**src/rlcsp_pkg.sv**
```systemverilog
// Shared types and constants for the RLC STATUS PDU parser.
package rlcsp_pkg;

   // Result kind codes
   localparam logic [2:0] KIND_ACK   = 3'd0;
   localparam logic [2:0] KIND_NACK  = 3'd1;
   localparam logic [2:0] KIND_DATA  = 3'd2;
   localparam logic [2:0] KIND_OTHER = 3'd3;
   localparam logic [2:0] KIND_TRUNC = 3'd4;

   // Record sizes in bits
   localparam logic [6:0] HDR_BITS        = 7'd24;
   localparam logic [6:0] NACK_SHORT_BITS = 7'd16;
   localparam logic [6:0] NACK_LONG_BITS  = 7'd24;
   localparam logic [6:0] SO_PAIR_BITS    = 7'd32;
   localparam logic [6:0] RANGE_BITS      = 7'd8;

   // Result queue geometry
   localparam int RSP_DEPTH = 4;
   localparam int RSP_PTR_W = $clog2(RSP_DEPTH);

   typedef struct packed {
      logic [2:0]  kind;
      logic [17:0] seq_num;
      logic        so_valid;
      logic [15:0] so_start;
      logic [15:0] so_end;
      logic        range_valid;
      logic [7:0]  nack_range;
      logic        final_record;
   } result_type;

   localparam result_type RES_NONE = '0;

endpackage

```
**src/rlc_status_pdu_parser.sv**
```systemverilog
// RLC STATUS control PDU parser: octet stream in, ack header and nack block records out.
//
//   channel   direction  handshake              payload
//   req_      in         req_valid / req_stall  pdu_byte, pdu_end
//   rsp_      out        rsp_valid / rsp_stall  kind, seq_num, so_*, range_*, final_record
//   csr_      in         csr_wr_en              sn_mode (csr_wr_data)
//
// One octet is taken per cycle while req_stall is low; its parse finishes in the cycle it
// is taken and its results (at most two) land in a four-entry result queue that is read
// out one per cycle while rsp_stall is low. req_stall rises while the queue has fewer
// than two free entries. Synchronous reset returns the parser to expect a first header
// octet, empties the queue and selects 12-bit sequence numbers.
module rlc_status_pdu_parser (
   input  logic        clock,
   input  logic        reset,
   input  logic        csr_wr_en,
   input  logic        csr_wr_data,
   input  logic        req_valid,
   output logic        req_stall,
   input  logic [7:0]  req_pdu_byte,
   input  logic        req_pdu_end,
   output logic        rsp_valid,
   input  logic        rsp_stall,
   output logic [2:0]  rsp_kind,
   output logic [17:0] rsp_seq_num,
   output logic        rsp_so_valid,
   output logic [15:0] rsp_so_start,
   output logic [15:0] rsp_so_end,
   output logic        rsp_range_valid,
   output logic [7:0]  rsp_nack_range,
   output logic        rsp_final_record
);

   // Parse phase codes
   localparam logic [2:0] PH_FIRST  = 3'd0;
   localparam logic [2:0] PH_HEADER = 3'd1;
   localparam logic [2:0] PH_NACK   = 3'd2;
   localparam logic [2:0] PH_TAIL   = 3'd3;
   localparam logic [2:0] PH_SKIP   = 3'd4;

   localparam int PTR_W = rlcsp_pkg::RSP_PTR_W;
   localparam int CNT_W = rlcsp_pkg::RSP_PTR_W + 1;
   localparam logic [CNT_W-1:0] STALL_LEVEL = CNT_W'(rlcsp_pkg::RSP_DEPTH - 2);

   logic [2:0]  phase_ff, phase_in;
   logic [63:0] store_ff, store_in;
   logic [6:0]  held_ff, held_in;
   logic [6:0]  need_ff, need_in;
   logic [2:0]  ext_ff, ext_in;
   logic        long_ff, long_in;
   logic        mode_ff;

   rlcsp_pkg::result_type queue_ff [rlcsp_pkg::RSP_DEPTH];
   logic [PTR_W-1:0] wr_ptr_ff, rd_ptr_ff;
   logic [CNT_W-1:0] count_ff;

   logic       req_take, rsp_take;
   logic [1:0] push_cnt;
   rlcsp_pkg::result_type res_a, res_b;

   logic [63:0] shift_store;
   logic [6:0]  shift_held;
   logic [17:0] hdr_sn;
   logic        hdr_e1;
   logic [2:0]  nack_ext, blk_ext;
   logic [6:0]  fixed_bits;
   logic [63:0] blk_shifted, blk_so_src;
   rlcsp_pkg::result_type hdr_res, blk_res;

   assign req_take = req_valid & ~req_stall;
   assign rsp_take = rsp_valid & ~rsp_stall;
   assign req_stall = (count_ff > STALL_LEVEL);

   // Append the new octet to the record under assembly
   assign shift_store = {store_ff[55:0], req_pdu_byte};
   assign shift_held  = held_ff + 7'd8;
   assign fixed_bits  = long_ff ? rlcsp_pkg::NACK_LONG_BITS : rlcsp_pkg::NACK_SHORT_BITS;

   // Decode the ack header: ACK_SN then E1
   always_comb begin
      if (long_ff) begin
         hdr_sn = shift_store[19:2];
         hdr_e1 = shift_store[1];
      end else begin
         hdr_sn = {6'd0, shift_store[19:8]};
         hdr_e1 = shift_store[7];
      end
      hdr_res = rlcsp_pkg::RES_NONE;
      hdr_res.kind = rlcsp_pkg::KIND_ACK;
      hdr_res.seq_num = hdr_sn;
      hdr_res.final_record = ~hdr_e1;
   end

   // Decode a nack block; optional fields sit below the fixed part
   assign nack_ext = long_ff ? shift_store[5:3] : shift_store[3:1];
   assign blk_ext  = (phase_ff == PH_NACK) ? nack_ext : ext_ff;

   always_comb begin
      unique case (blk_ext[1:0])
         2'b00: blk_shifted = shift_store;
         2'b01: blk_shifted = shift_store >> 8;
         2'b10: blk_shifted = shift_store >> 32;
         2'b11: blk_shifted = shift_store >> 40;
         default: blk_shifted = shift_store;
      endcase
      blk_so_src = blk_ext[0] ? (shift_store >> 8) : shift_store;
      blk_res = rlcsp_pkg::RES_NONE;
      blk_res.kind = rlcsp_pkg::KIND_NACK;
      blk_res.seq_num = long_ff ? blk_shifted[23:6] : {6'd0, blk_shifted[15:4]};
      blk_res.so_valid = blk_ext[1];
      blk_res.so_start = blk_ext[1] ? blk_so_src[31:16] : 16'd0;
      blk_res.so_end = blk_ext[1] ? blk_so_src[15:0] : 16'd0;
      blk_res.range_valid = blk_ext[0];
      blk_res.nack_range = blk_ext[0] ? shift_store[7:0] : 8'd0;
      blk_res.final_record = ~blk_ext[2];
   end

   // Advance the parser by one octet and collect its results
   always_comb begin
      logic                  mid_valid;
      rlcsp_pkg::result_type mid_res;
      rlcsp_pkg::result_type trunc_res;

      phase_in = phase_ff;
      store_in = store_ff;
      held_in = held_ff;
      need_in = need_ff;
      ext_in = ext_ff;
      long_in = long_ff;
      mid_valid = 1'b0;
      mid_res = rlcsp_pkg::RES_NONE;
      trunc_res = rlcsp_pkg::RES_NONE;
      trunc_res.kind = rlcsp_pkg::KIND_TRUNC;
      trunc_res.final_record = 1'b1;
      res_a = rlcsp_pkg::RES_NONE;
      res_b = rlcsp_pkg::RES_NONE;
      push_cnt = 2'd0;

      if (req_take) begin
         unique case (phase_ff)
            PH_FIRST: begin
               long_in = mode_ff;
               store_in = 64'd0;
               held_in = 7'd0;
               need_in = 7'd0;
               ext_in = 3'd0;
               mid_res.final_record = 1'b1;
               if (req_pdu_byte[7]) begin
                  mid_valid = 1'b1;
                  mid_res.kind = rlcsp_pkg::KIND_DATA;
                  phase_in = PH_SKIP;
               end else if (req_pdu_byte[6:4] != 3'd0) begin
                  mid_valid = 1'b1;
                  mid_res.kind = rlcsp_pkg::KIND_OTHER;
                  phase_in = PH_SKIP;
               end else begin
                  store_in = {56'd0, req_pdu_byte};
                  held_in = 7'd8;
                  need_in = rlcsp_pkg::HDR_BITS;
                  phase_in = PH_HEADER;
               end
            end
            PH_HEADER, PH_NACK, PH_TAIL: begin
               store_in = shift_store;
               held_in = shift_held;
               if (shift_held >= need_ff) begin
                  if (phase_ff == PH_HEADER) begin
                     mid_valid = 1'b1;
                     mid_res = hdr_res;
                     store_in = 64'd0;
                     held_in = 7'd0;
                     ext_in = {hdr_e1, 2'b00};
                     need_in = hdr_e1 ? fixed_bits : 7'd0;
                     phase_in = hdr_e1 ? PH_NACK : PH_SKIP;
                  end else if (phase_ff == PH_NACK && nack_ext[1:0] != 2'b00) begin
                     // wait for the segment offsets, the range, or both
                     ext_in = nack_ext;
                     need_in = need_ff
                             + (nack_ext[1] ? rlcsp_pkg::SO_PAIR_BITS : 7'd0)
                             + (nack_ext[0] ? rlcsp_pkg::RANGE_BITS : 7'd0);
                     phase_in = PH_TAIL;
                  end else begin
                     mid_valid = 1'b1;
                     mid_res = blk_res;
                     store_in = 64'd0;
                     held_in = 7'd0;
                     ext_in = blk_ext;
                     need_in = blk_ext[2] ? fixed_bits : 7'd0;
                     phase_in = blk_ext[2] ? PH_NACK : PH_SKIP;
                  end
               end
            end
            default: phase_in = PH_SKIP;
         endcase

         res_a = mid_res;
         push_cnt = {1'b0, mid_valid};

         // Close the PDU; flag a record cut short
         if (req_pdu_end) begin
            if (phase_in != PH_SKIP && phase_in != PH_FIRST) begin
               if (mid_valid) begin
                  res_b = trunc_res;
                  push_cnt = 2'd2;
               end else begin
                  res_a = trunc_res;
                  push_cnt = 2'd1;
               end
            end
            phase_in = PH_FIRST;
            store_in = 64'd0;
            held_in = 7'd0;
            need_in = 7'd0;
            ext_in = 3'd0;
         end
      end
   end

   // Hold parser state and the sequence number mode
   always_ff @(posedge clock) begin
      if (reset) begin
         phase_ff <= PH_FIRST;
         store_ff <= 64'd0;
         held_ff <= 7'd0;
         need_ff <= 7'd0;
         ext_ff <= 3'd0;
         long_ff <= 1'b0;
         mode_ff <= 1'b0;
      end else begin
         phase_ff <= phase_in;
         store_ff <= store_in;
         held_ff <= held_in;
         need_ff <= need_in;
         ext_ff <= ext_in;
         long_ff <= long_in;
         if (csr_wr_en) begin
            mode_ff <= csr_wr_data;
         end
      end
   end

   // Write results into the queue in order
   always_ff @(posedge clock) begin
      if (push_cnt != 2'd0) begin
         queue_ff[wr_ptr_ff] <= res_a;
      end
      if (push_cnt == 2'd2) begin
         queue_ff[wr_ptr_ff + PTR_W'(1)] <= res_b;
      end
   end

   // Advance queue pointers and fill level
   always_ff @(posedge clock) begin
      if (reset) begin
         wr_ptr_ff <= '0;
         rd_ptr_ff <= '0;
         count_ff <= '0;
      end else begin
         wr_ptr_ff <= wr_ptr_ff + PTR_W'(push_cnt);
         rd_ptr_ff <= rd_ptr_ff + PTR_W'(rsp_take);
         count_ff <= count_ff + CNT_W'(push_cnt) - CNT_W'(rsp_take);
      end
   end

   // Present the oldest result; it holds until its transfer
   assign rsp_valid        = (count_ff != '0);
   assign rsp_kind         = queue_ff[rd_ptr_ff].kind;
   assign rsp_seq_num      = queue_ff[rd_ptr_ff].seq_num;
   assign rsp_so_valid     = queue_ff[rd_ptr_ff].so_valid;
   assign rsp_so_start     = queue_ff[rd_ptr_ff].so_start;
   assign rsp_so_end       = queue_ff[rd_ptr_ff].so_end;
   assign rsp_range_valid  = queue_ff[rd_ptr_ff].range_valid;
   assign rsp_nack_range   = queue_ff[rd_ptr_ff].nack_range;
   assign rsp_final_record = queue_ff[rd_ptr_ff].final_record;

endmodule
```
**config.mk**
```make
export PLATFORM = sky130hd
export DESIGN_NAME = rlc_status_pdu_parser
export DESIGN_NICKNAME = d
export VERILOG_FILES = /design/src/rlcsp_pkg.sv /design/src/rlc_status_pdu_parser.sv
export SDC_FILE = /design/constraint.sdc
export NUM_CORES = 1
export LEC_CHECK = 0
export BUFFER_PORTS_ARGS = -buffer_cell sky130_fd_sc_hd__buf_4
export CAP_MARGIN = 20
export CORE_AREA = 5 5 224 281
export DETAILED_ROUTE_END_ITERATION = 12
export DIE_AREA = 0 0 229 286
export PLACE_DENSITY = 0.39
export SYNTH_ARGS = -nofsm -noshare
export SYNTH_HDL_FRONTEND = slang
export SYNTH_SLANG_ARGS = --single-unit
```
**constraint.sdc**
```tcl
create_clock -name clock -period 7.05 [get_ports clock]
set_clock_uncertainty 0.1 [all_clocks]
set_input_delay 1.0575 -clock clock [delete_from_list [all_inputs] [get_ports clock]]
set_output_delay 1.0575 -clock clock [all_outputs]
set_load 0.05 [all_outputs]
```
==> metrics.md <==
| Metric | Value |
|---|---|
| Buffers added on ports | 80 |
| Sequential cell area | ~6800 sq um |
| Setup crit end | queue_ff[0][0]$_DFFE_PP_ |
| First-pass GRT wire length | 77960 microns |
| Post-synthesis xor/xnor area fraction | less than 1% |
| Net Count, Synth | between 1.5k and 2k |
| Most common cell on crit path | ha_1 |
| Hold Slack | between 0.3 and 0.4 ns |
| DRC viols | 0 |
| Post-synthesis sequential area ratio | between 40 and 50% |
| Layout cells sized above 1 | 17.55% |
| Clock Latency Late Sink | roughly 0.56 ns |
| Gr busiest metal | met2 |
| Global-route track usage on met2 | a little over a quarter |
| Hold_buf cts | 0 |
| Final hold viol count | 0 |
| Grt total ovfl | 0 |
| Cell area after synthesis | approximately 15000 sq um |
| FF+latch count, synth | ~340 |
| Met1 GRT Util | 19.89% |
| Status | finished, final reports clean |
| Critical R2R Capture | queue_ff[0][0]$_DFFE_PP_ |
| Startpoint types | flop |
| Post-Synthesis Cells | about 1.5k |
| Initial Util | between 20 and 25% |
| Leading area contributor after synthesis | dfxtp_1 |
| Share of synthesized registers carrying an async set or reset | 0% |
| Die Wd | roughly 230 microns |
| Critical-path top delay cell | and2_1 |
| Synth Area in Simple Gates | roughly 12% |
| Post-route ant nets | 0 |
| N_diodes | 0 |
| Core area | 60030 sq um |
| Final slew viol count | 0 |
| Netlist cell types | 66 |
| Clk sinks | approximately 340 |
| Hold Path Class | reg -> reg |
| Post-DP HPWL | ~33000 microns |
| Area of the multi-input gates | about 7400 sq um |
| Worst reg2reg startpoint | held_ff[3]$_SDFFE_PP0P_ |
| Met3 Use GR | 2.214% |
| I/O pins | 81 |
| Period utilisation layout | between 60% and 70% |
| Final #Nets | 1528 |
| Largest net degree at the start of global routing | a little over 90 |
| Crit Path Class | reg -> reg |
| Synth warnings | 0 |
| RSZ-0062 raised after global routing | no |
| Post-CTS Setup Inserts | 0 |
| Most used DFF post-synth | dfxtp_1 |
| Peak Freq | 206.1 MHz |
| R2R depth | 14 |
| Clock-pin slew on the worst setup and hold paths | 0.06 ns |
| Die Y | roughly 290 microns |
| # fillers | between 6k and 7k |
| Slowest stage delay, CP | ~0.63 ns |
| Max clock buf depth | 3 |
| Top-area cell type share of the netlist area | between 40% and 50% |
| GP Congestion | 0.8201 |
| Max-slew headroom | ~25% |
| Worst Setup SP | held_ff[3]$_SDFFE_PP0P_ |
| H-tree depth | 2 |
| CP arrival | about 5 ns |
| Fin Setup TNS | 0 ns |
| Peak VDD IR | approximately 0.15 mV |
| Adder-Cell Fraction of Synth Area | 1.402% |
| Synth-to-Final Area Change | 17.10% |
| Via Count | approximately 12k |
| # rows | 101 |
| Worst Path Max Fanout | 19 |
| Vias in the first global route | roughly 12k |
| Initial antenna violation count | 0 |
| Top-count cell post-synth | dfxtp_1 |
| Post-CTS sizing | 0 |
| GRT Total Usage | 15.21% |
| Worst EP required | approximately 7.2 ns |
| Drt first pass iters | 6 |
| Num CTS Buffers | 40 |
| Period minus WS final | between 4 and 5 ns |
| Worst slew pin tran | 1.120 ns |
| CP Cell Sequence | ha_1, xor2_1, ha_1, o21ai_0, a22o_1, o21ai_1, nand2_1, inv_1, ha_1, nor2_1, a221oi_4, nand3b_1, and2_1, inv_1 |
| Largest family of logic cells by synthesized area | compound AO/OA/AOI/OAI gates |
| Number of synthesized flops with an enable pin | 8 |
| Worst reg-to-reg setup slack | between 2 and 2.5 ns |
| Wire per inst | about 22 microns |
| Max-cap viol count | 0 |
| Vias per std cell | a little over 5 |
| CP endpoint kind | flop |
| Initial drt markers | about 900 |
| Compound-Gate Fraction of Synth Area | a little under a quarter |
| CTS tree | yes |
| Die area | roughly 65000 sq um |
| Count of final setup violators | 0 |
| Top post-synthesis cells by area | dfxtp_1, mux4_2, o2bb2ai_1, a22o_1, nand3_1 |
| Synth cell count leaders | dfxtp_1, nand2_1, nand3_1, nor2_1, o21ai_0 |
| Wirelength, routed | 51340 microns |
| Power per cell area | between 200 and 300 nW/um^2 |
| Mux cell area share after synthesis | 11.91% |
| P_leak | between 5 and 6 nW |
| Avg Synthesized Cell Area | 9.939 sq um |
| Root Buffer | clkbuf_16 |
-- critical path: cells and delay by family, from the launching register on --
family          cells  cell delay (ns)
buf+inv             2             0.28
simple gates        4             1.49
flops               1             0.40
fa+ha+maj           3             0.85
compound gates      4             1.25
xor+xnor            1             0.17
-- cell type report --
| class | count | area share (%) |
|---|---|---|
| Multi-Input combinational cell | 996 | 42.72 |
| Sequential cell | 335 | 39.15 |
| Clock buffer | 50 | 6.273 |
| Tap cell | 772 | 5.566 |
| Timing Repair Buffer | 104 | 4.499 |
| Clock inverter | 22 | 1.356 |
| Inverter | 20 | 0.4326 |
-- layout by cell type (no fill, tap or decap), types with 6 or more instances in the layout --
cell / netlist / routed
clkinv_2: 0 / 12
xnor2_1: 8 / 8
buf_4: 1 / 104
inv_1: 20 / 20
o21ai_1: 9 / 9
a21o_1: 33 / 33
mux2i_1: 20 / 19
nor3b_1: 6 / 6
o21ai_0: 100 / 99
nand3_1: 102 / 102
mux4_2: 66 / 66
a22o_1: 77 / 77
and3_1: 9 / 9
ha_1: 15 / 15
o221ai_1: 9 / 9
nor2_1: 102 / 102
nor3_1: 10 / 10
mux2_2: 7 / 7
dfxtp_1: 327 / 325
clkbuf_16: 0 / 40
edfxtp_1: 8 / 8
a31oi_1: 11 / 11
a221oi_1: 6 / 6
a22oi_1: 64 / 64
o2bb2ai_1: 84 / 84
a21oi_1: 66 / 66
nand2_1: 135 / 131
-- per-layer routing --
| metal | share of wire [%] | wire length [microns] | vias up |
|---|---|---|---|
| met5 | 0 | 0 | - |
| met4 | 2.6 | 1324 | 0 |
| met3 | 3.9 | 2004 | 72 |
| met2 | 48 | 24820 | 230 |
| met1 | 45 | 23190 | 5851 |
| li1 | - | - | 5616 |
-- sequential cells by signal, summed over array words and instances (netlist names), 2 cells and up --
signal     flops
rd_ptr_ff      2
wr_ptr_ff      2
store_ff      56
need_ff        4
queue_ff     256
held_ff        4
phase_ff       3
count_ff       3
ext_ff         3
-- worst min path at each step --
stage | slack (ns) | startpoint | endpoint | cells after the start
floorplan | 0.33 | queue_ff[1][1]$_SDFFE_PP0P_ | queue_ff[1][1]$_SDFFE_PP0P_ | 1
global placement | 0.34 | queue_ff[3][55]$_SDFFE_PP0P_ | queue_ff[3][55]$_SDFFE_PP0P_ | 1
detailed placement | 0.34 | queue_ff[1][5]$_SDFFE_PP0P_ | queue_ff[1][5]$_SDFFE_PP0P_ | 1
CTS | 0.36 | queue_ff[3][55]$_SDFFE_PP0P_ | queue_ff[3][55]$_SDFFE_PP0P_ | 1
global route | 0.37 | queue_ff[1][59]$_SDFFE_PP0P_ | queue_ff[1][59]$_SDFFE_PP0P_ | 1
finish | 0.36 | queue_ff[1][4]$_SDFFE_PP0P_ | queue_ff[1][4]$_SDFFE_PP0P_ | 1
-- kinds of logic after synthesis --
| kind of cell | Yosys count |
|---|---|
| compound gates | 481 |
| simple gates | 397 |
| flops | 335 |
| buf+inv | 160 |
| mux | 93 |
| fa+ha+maj | 16 |
| xor+xnor | 9 |
-- through the flow --
stage                     power, mW  cell area [sq um]  utilization [%]  worst slack [ns]  cells
after global routing          4.953              17350            28.91             1.778   2299
after global placement        2.709              16030            26.70             1.783   2227
after CTS                     4.837              17350            28.91             2.114   2299
after floorplan               2.490              14820                -             2.565   1491
final                         4.751              17350            28.91             2.197   2299
after detailed placement      2.713              16030            26.70             1.683   2227
-- power by group --
group	switching [mW]	internal [mW]	leakage, nW	total, mW
logic	0.430	0.200	2.40	0.630
clock network	0.845	1.25	0.668	2.09
registers	0.0916	1.94	2.71	2.03
No activity file was read; power rests on OpenSTA's default activity.
